`config.mk`:
```
export PLATFORM = sky130hd
export DESIGN_NAME = ftab_front
export DESIGN_NICKNAME = d
export VERILOG_FILES = /design/src/rtl/ftab_pkg.sv /design/src/rtl/ftab_front.sv
export SDC_FILE = /design/constraint.sdc
export NUM_CORES = 1
export LEC_CHECK = 0
export ABC_AREA = 1
export BUFFER_PORTS_ARGS = -buffer_cell sky130_fd_sc_hd__buf_4
export CAP_MARGIN = 5
export CELL_PAD_IN_SITES_DETAIL_PLACEMENT = 0
export CELL_PAD_IN_SITES_GLOBAL_PLACEMENT = 1
export CORE_MARGIN = 4
export CORE_UTILIZATION = 43
export DETAILED_ROUTE_END_ITERATION = 10
export GPL_TIMING_DRIVEN = 0
export PLACE_DENSITY_LB_ADDON = 0.1
export SLEW_MARGIN = 20
export SYNTH_ARGS = -nofsm -noshare
export SYNTH_HDL_FRONTEND = slang
export SYNTH_SLANG_ARGS = --single-unit
```
`constraint.sdc`:
```
create_clock -name clk -period 7.76 [get_ports clk]
set_input_delay 2.328 -clock clk [delete_from_list [all_inputs] [get_ports clk]]
set_output_delay 2.328 -clock clk [all_outputs]
set_load 0.01 [all_outputs]
```
`src/rtl/ftab_pkg.sv`:
```
// Shared types and constants for the TCP flow last-seen table.
`default_nettype none
package ftab_pkg;

    localparam int TableDepthDefault = 64;
    localparam int OffsetWidth = 18;
    localparam logic [OffsetWidth-1:0] OffsetReset = 18'd28800;
    localparam int IndexOutWidth = 6;
    localparam int ApbAddrWidth = 3;
    localparam logic [ApbAddrWidth-1:0] AddrTimeOffset = 3'd0;

    typedef enum logic {
        OP_RECORD = 1'b0,
        OP_READ   = 1'b1
    } op_t;

    typedef enum logic [1:0] {
        ST_IDLE,
        ST_MATCH,
        ST_ENC,
        ST_UPD
    } back_state_t;

    // One input item; stamp is the packet time or, after the front, the offset time.
    typedef struct packed {
        op_t         op;
        logic [31:0] src_ip;
        logic [15:0] sport;
        logic [31:0] dst_ip;
        logic [15:0] dport;
        logic [31:0] stamp;
        logic        has_payload;
        logic [5:0]  read_index;
    } item_t;

    typedef struct packed {
        logic        entry_valid;
        logic [5:0]  entry_index;
        logic        was_new;
        logic        table_full;
        logic [31:0] flow_src_ip;
        logic [15:0] flow_sport;
        logic [31:0] flow_dst_ip;
        logic [15:0] flow_dport;
        logic [31:0] last_any_time;
        logic [31:0] last_payload_time;
        logic [31:0] last_flag_time;
    } result_t;

endpackage
`default_nettype wire

```
`src/rtl/ftab_front.sv`:
```
// Front part: accepts items, applies the time offset and queues them.
`default_nettype none
module ftab_front
    import ftab_pkg::*;
(
    input  wire logic                   clk,
    input  wire logic                   rst_n,
    input  wire logic                   in_valid,
    output logic                        in_ready,
    input  wire item_t                  in_item,
    input  wire logic [OffsetWidth-1:0] time_offset,
    output logic                        q_valid,
    input  wire logic                   q_pop,
    output item_t                       q_item
);

    item_t       slot_reg [2];
    logic        wr_ptr_reg, wr_ptr_next;
    logic        rd_ptr_reg, rd_ptr_next;
    logic [1:0]  count_reg, count_next;
    logic        push;
    logic [31:0] off_ext;
    item_t       stamped;

    // Sign-extend the offset and add it modulo 2^32.
    always_comb
    begin
        off_ext = {{(32-OffsetWidth){time_offset[OffsetWidth-1]}}, time_offset};
        stamped = in_item;
        stamped.stamp = in_item.stamp + off_ext;
    end

    assign in_ready = (count_reg != 2'd2);
    assign push     = in_valid && in_ready;
    assign q_valid  = (count_reg != 2'd0);
    assign q_item   = slot_reg[rd_ptr_reg];

    // Queue pointers and occupancy.
    always_comb
    begin
        wr_ptr_next = push ? ~wr_ptr_reg : wr_ptr_reg;
        rd_ptr_next = q_pop ? ~rd_ptr_reg : rd_ptr_reg;
        count_next  = count_reg + {1'b0, push} - {1'b0, q_pop};
    end

    always_ff @(posedge clk or negedge rst_n)
    begin
        if (!rst_n)
        begin
            wr_ptr_reg <= 1'b0;
            rd_ptr_reg <= 1'b0;
            count_reg  <= 2'd0;
        end
        else
        begin
            wr_ptr_reg <= wr_ptr_next;
            rd_ptr_reg <= rd_ptr_next;
            count_reg  <= count_next;
        end
    end

    // Queue storage.
    always_ff @(posedge clk)
    begin
        if (push)
        begin
            slot_reg[wr_ptr_reg] <= stamped;
        end
    end

endmodule
`default_nettype wire

```
Yosys cells after proc, flatten, opt, wreduce, memory -nomap -nowiden

Memory sizes are Yosys's and may differ from the RTL's.
Index checks and enable logic that the tools add are counted.

Flip-flop bits (word level): 4
Bits in writable memories: 272
Output and inout bits: 138
Memories: 1

Add/sub/neg operators: 3
Eq/ne operators: 1
Multiplexer cells: 2
Bitwise gates (word level): 2
Reduce and logical (&&, ||, !) cells: 2

Memory list:

| name     | depth | bits a word | read ports | clocked after Yosys merged registers in | write ports | RTL line         | text |
|---|---|---|---|---|---|---|---|
| slot_reg | 2     | 136         | 1          | 0                                       | 1           | ftab_front.sv:17 | `item_t slot_reg [2];` |

Operators with widths:

| kind                                          | number |
|---|---|
| 32-bit adder                                  | 1 |
| 2-bit by 1-bit adder with 2-bit output        | 1 |
| 1-bit two-way mux                             | 2 |
| 2-bit inequality test (second input constant) | 1 |
| 1-bit inverter                                | 2 |
| 2-bit nonzero test                            | 1 |
| 2-bit by 1-bit subtractor with 2-bit output   | 1 |
| 1-bit logical AND                             | 1 |

Logic depth before layout (Yosys ltp)

Gate-level depths: netlist of run 1.

Depth in word-level cells: 4
Mapped depth: 12
Depth with buffers taken out: 12

Worst setup path after synthesis of run 1

OpenSTA, ideal clock, no wires.

Path type: in2reg
Start: in in_valid
End: mem slot_reg[1][0] (netlist bit) (enable)
Library setup time: 0.634 ns
Arrival time: 8.093 ns
Required time: 7.126 ns
Path slack: -0.967 ns
Cell stages on the path: 2
Cell sequence: nand2_1 > nor2_1

Longest elaborated chain between the ends: 3

RTL lines:

| item                                    | RTL line         | text |
|---|---|---|
| from (decl)                             | ftab_front.sv:8  | `input wire logic in_valid,` |
| 1-bit logical AND                       | ftab_front.sv:34 | `assign push = in_valid && in_ready;` |
| 1-bit two-way mux                       | ftab_front.sv:65 | `if (push)` |
| 1-bit two-way mux (implied by the code) | ftab_front.sv:67 | `slot_reg[wr_ptr_reg] <= stamped;` |
| to (decl)                               | ftab_front.sv:17 |  |

Every way passes these cells.

==> reports/results.ini, run 1 <==
[yosys]
synthTopCellsByCount=edfxtp_1 (272), nand2_1 (228), mux2_2 (136)
synth_area_leaders=edfxtp_1 (66%), mux2_2 (12%), nand2_1 (7.0%), inv_1 (3.5%), ha_1 (3.4%)
yosysMostFrequentCell=edfxtp_1
ys_types=21
synth_top_area_frac=0.665
ys_ff_latch=276
yosys_most_used_dff=edfxtp_1
synth_top_area_cell=edfxtp_1
synth_async_sr_flop_share=0.0145
syn_area_per_cell_um2=13.2
netlist_area_mm2=0.0123
ys_warn_count=0
synthCells=933
synth_edf_count=272
mappedNetlistNets=1125
yosysSeqAreaShare=0.673

[clock_network]
cts_buffer_depth=3
cts_hold_buf=0
postCtsSetupRepairBufs=0
clockRootBuffer=clkbuf_16
cts_resized=0
cts.sinks=276
htreeDepth=1
cts_tree=built
clk_latency_ns=0.51
clk_pin_slew_ns=0.06
cts_buffers=27

[route]
vias=7786
drtIter0Drc=308
drc_errors=0
wire_per_inst_um=17.0
vias_per_cell=4.68
drt_first_pass_iters=4
ant_nets=0
drt-total-wl_um=28200

[final_layout]
drive_gt1_frac=0.393
finalInstanceArea_mm2=0.0161
largest_register_ffs=272
antenna_cells=0
num-fill-cells=2378
final_util=0.573
final_nets=1461
fin_cells=1663
areaGrowthSynthToFinish_pct=30.7

[critical_path]
path_cells=buf_2 > buf_2 > mux2_2 > buf_4
startpoint_type=flop
worst_path_most_repeated_cell=buf_2
path_max_fanout=10
critPathKind=reg -> out
r2r_end=slot_reg[1][15]
end_kind=output port
r2r_start=count_reg[1]
max_stage_delay_ns=0.38
critPathBufInv=3
r2r_cells=6
required_ns=5.43
cp_top_family=buffers and inverters
cp_slowest_cell=mux2_2
arrival_ns=2.02
rrSetupSlack_ns=5.52

[global_route]
grt_pass1_vias=7746
grt_pass1_wl_um=42500
grt_max_degree=26
grtUsageTotal=0.173
antenna_found_initial=1
grt_overflow=0

[sta]
relSlewSlack=0.557
hold_violations=0
clock.fmax_mhz=230
min_period_ns=4.35
slew_violations=0
worst_clock_skew_ns=0.00935
fin_tns_setup_ns=0
finalCritPeriodShare=0.560
worstMarginPinSlew_ns=0.663
setup_viol=0
timing.hold.ws_ns=0.537
rsz0062_at_grt=no

[pwr]
power_leakage_nw=6.86
power_density_mw_per_mm2=325
ir_worst_vdd_mv=0.164

[floorplan]
dieArea_mm2=0.0314
fp.dieW_um=177
initial_core_util=0.439
ioPinCount=296
die_y_um=177
fp-row-count=61
core_area_mm2=0.0280

[placed_design]
port_buffers=295
dp.cells=1618
placed_area_mm2=0.0153
place_hpwl_um=21800
gp_congestion=0.830

[worst_hold_path]
whs_path_depth=1
min_to=count_reg[0]
min_from=count_reg[0]
holdCritPathClass=reg -> reg

[outcome]
status=finished, final reports clean

[flow_run]
drv_cap=0

-- stage by stage --
step | setup WS (ns) | total power (W)
5_1_grt | 3.28 | 0.00551
3_5_place_dp | 3.51 | 0.00413
4_1_cts | 3.32 | 0.00531
3_3_place_gp | -0.840 | 0.00406
6_report | 3.41 | 0.00523
2_1_floorplan | 1.33 | 0.00319
-- placed cells by master (no fill, tap or decap), drive strengths merged --
cell type	instances
nor2	42
xnor2	3
a21oi	21
nand4	4
inv	115
buf	322
fa	1
bufinv	1
edfxtp	272
or2	1
nor3	5
xor2	16
ha	33
clkbuf	35
mux2	136
a21o	1
dfrtp	4
o21bai	2
clkinv	9
nand2	236
nand3	26
-- cell families (layout without fill, tap and decap cells) --
group,count (synthesis),in the layout,synth area share
muxes,136,136,0.125
DFF,276,276,0.673
AOI/OAI and AO/OA,24,24,0.0104
adders and majority gates,34,34,0.0352
and+or+nand+nor,314,314,0.102
buffers and inverters,130,482,0.0412
xor gates and xnor gates,19,19,0.0135
-- per-layer routing --
metal	track usage	up-vias	wire (um)
met4	0.0500	2	722
met5	0	-	11
met1	0.207	3628	10900
met2	0.315	217	14500
li1	-	3901	-
met3	0.0385	38	2110
-- final cells by class --
class                      count  area [um2]  share of cell area
timing repair buffer         307        2510               0.156
buffer                        15        75.1             0.00467
clock inverter                10        71.3             0.00444
inverter                     115         432              0.0269
clock buffer                  35         706              0.0439
multi-input combinational    527        3530               0.220
tap                          378         473              0.0294
sequential                   276        8270               0.515
-- how the worst max path moves through the flow --
stage | cells after the start | to | slack (ns) | from
2_1_floorplan | 2 | slot_reg[1][0] | 1.33 | in_valid
3_3_place_gp | 3 | slot_reg[1][7] | -0.84 | in_valid
3_5_place_dp | 13 | slot_reg[0][35] | 3.51 | in_item[7]
4_1_cts | 4 | q_item[53] | 3.32 | rd_ptr_reg
5_1_grt | 4 | q_item[46] | 3.28 | rd_ptr_reg
6_report | 4 | q_item[53] | 3.41 | rd_ptr_reg
-- where the power goes --
group	internal (W)	total [W]	switching (W)
registers	0.00205	0.00212	0.0000657
clock network	0.000667	0.00116	0.000495
logic	0.000965	0.00195	0.000982
total	0.00368	0.00523	0.00154
No activity file was read; power rests on OpenSTA's default activity.
==> inputs of run 2 (changes only) <==
CORE_UTILIZATION = 39   (was 43)
clock period = 3.5 ns   (was 7.76 ns; I/O delays follow)
==> run 2 against run 1 <==
- clock skew increased by 0.0074 ns
- global-route usage fell by 1.5 points
- power increased by 120%
- core utilization fell by 5.0 points
- highest routed layer is now met4
- via count increased by 0.60%
- sequential cell count stayed put
- count of clock-buffer cells in the layout unchanged
- wire length grew 1.4%
- critical path depth is the same
- clock power is 130% higher
==> reports/results.ini, run 2 (same netlist as run 1, synthesis figures left out) <==
[sta]
setup_viol=0
clock.fmax_mhz=325
finalCritPeriodShare=0.878
timing.hold.ws_ns=0.323
worstMarginPinSlew_ns=0.739
relSlewSlack=0.506
slew_violations=0
hold_violations=0
rsz0062_at_grt=no
worst_clock_skew_ns=0.0168
min_period_ns=3.07

[critical_path]
arrival_ns=2.02
path_cells=buf_2 > buf_2 > mux2_2 > buf_4
required_ns=2.45
worst_path_most_repeated_cell=buf_2
end_kind=output port
startpoint_type=flop
cp_slowest_cell=mux2_2
cp_top_family=buffers and inverters
critPathBufInv=3
max_stage_delay_ns=0.39
path_max_fanout=10
critPathKind=reg -> out

[floorplan]
fp.dieW_um=186
initial_core_util=0.399
fp-row-count=64
ioPinCount=296
core_area_mm2=0.0308
die_y_um=186
dieArea_mm2=0.0344

[route]
wire_per_inst_um=17.0
ant_nets=0
drc_errors=0
drtIter0Drc=322
vias_per_cell=4.65
drt_first_pass_iters=5
drt-total-wl_um=28600
vias=7833

[placed_design]
place_hpwl_um=22200
gp_congestion=0.836
port_buffers=295
dp.cells=1636

[global_route]
grtUsageTotal=0.159
grt_max_degree=26
grt_use_met1=0.199
grt_pass1_wl_um=42700
top_usage_layer=met2
grtUsageMet3=0.0242
met2_usage=0.282
grt_overflow=0
grt_pass1_vias=7877
antenna_found_initial=0

[final_layout]
final_cell_mix=buf_4 (295), edfxtp_1 (272), nand2_1 (227)
layout_commonest_cell=buf_4
fin_cells=1684
num-fill-cells=2740
multi_input_area_mm2=0.00355
final_nets=1461
areaGrowthSynthToFinish_pct=31.2
regArea_mm2=0.00827
largest_register_ffs=272
drive_gt1_frac=0.392

[pwr]
power_leakage_nw=6.87
ir_worst_vdd_mv=0.256
power.total_w=0.0117
power_density_mw_per_mm2=726

[clock_network]
cts_buffer_depth=3
clockRootBuffer=clkbuf_16
clk_latency_ns=0.53
cts_resized=0
cts_tree=built
htreeDepth=1
cts_hold_buf=0
postCtsSetupRepairBufs=0
cts_buffers=27
cts.sinks=276
clk_pin_slew_ns=0.06

[outcome]
status=finished, final reports clean

[worst_hold_path]
holdCritPathClass=in -> async

[flow_run]
drv_cap=0

run 2: area by class of cell:
type / instances / area share
Tap cell: 396 / 0.0307
Timing Repair Buffer: 307 / 0.155
Sequential cell: 276 / 0.513
Buffer: 15 / 0.00465
Clock buffer: 35 / 0.0437
Antenna cell: 1 / 0.000155
Multi-Input combinational cell: 527 / 0.220
Inverter: 115 / 0.0268
Clock inverter: 12 / 0.00652
run 2: worst reg2reg max path, delay by kind of cell, from the launching register on:
family,cells,cell delay (ns)
AND/OR/NAND/NOR,3,0.90
buffers and inverters,3,0.65
flip-flops,1,0.39
run 2: per-stage QoR:
step | setup WS, ns | utilization | TNS, ns | cell area, um2
2_1_floorplan | -0.0691 | - | -14.74 | 12300
3_3_place_gp | -1.44 | 0.488 | -386.75 | 15000
3_5_place_dp | 0.529 | 0.497 | 0 | 15300
4_1_cts | 0.336 | 0.523 | 0 | 16100
5_1_grt | 0.320 | 0.523 | 0 | 16100
6_report | 0.426 | 0.523 | 0 | 16100
run 2: where the power goes:
part / total, W / switching, W / internal [W]
sequential: 0.00469 / 0.000142 / 0.00455
combinational: 0.00434 / 0.00221 / 0.00214
clock: 0.00267 / 0.00112 / 0.00156
run 2: metal layers:
layer	up-vias	wire [um]
met5	-	0
met4	0	885
met3	45	1740
li1	3890	-
met1	3667	11700
met2	231	14300
run 2: path summary, 6_finish.rpt:
check                             start        endpoint  slack [ns]  depth (start not counted)
setup / recovery             rd_ptr_reg      q_item[46]        0.43                          4
hold / removal                    rst_n      rd_ptr_reg        0.32                          1
setup reg to reg           count_reg[1]  slot_reg[1][9]        1.26                          6
hold reg to reg            count_reg[0]    count_reg[0]        0.54                          1
max in group asynchronous         rst_n      wr_ptr_reg        3.07                          1
min in group clk           count_reg[0]    count_reg[0]        0.54                          1
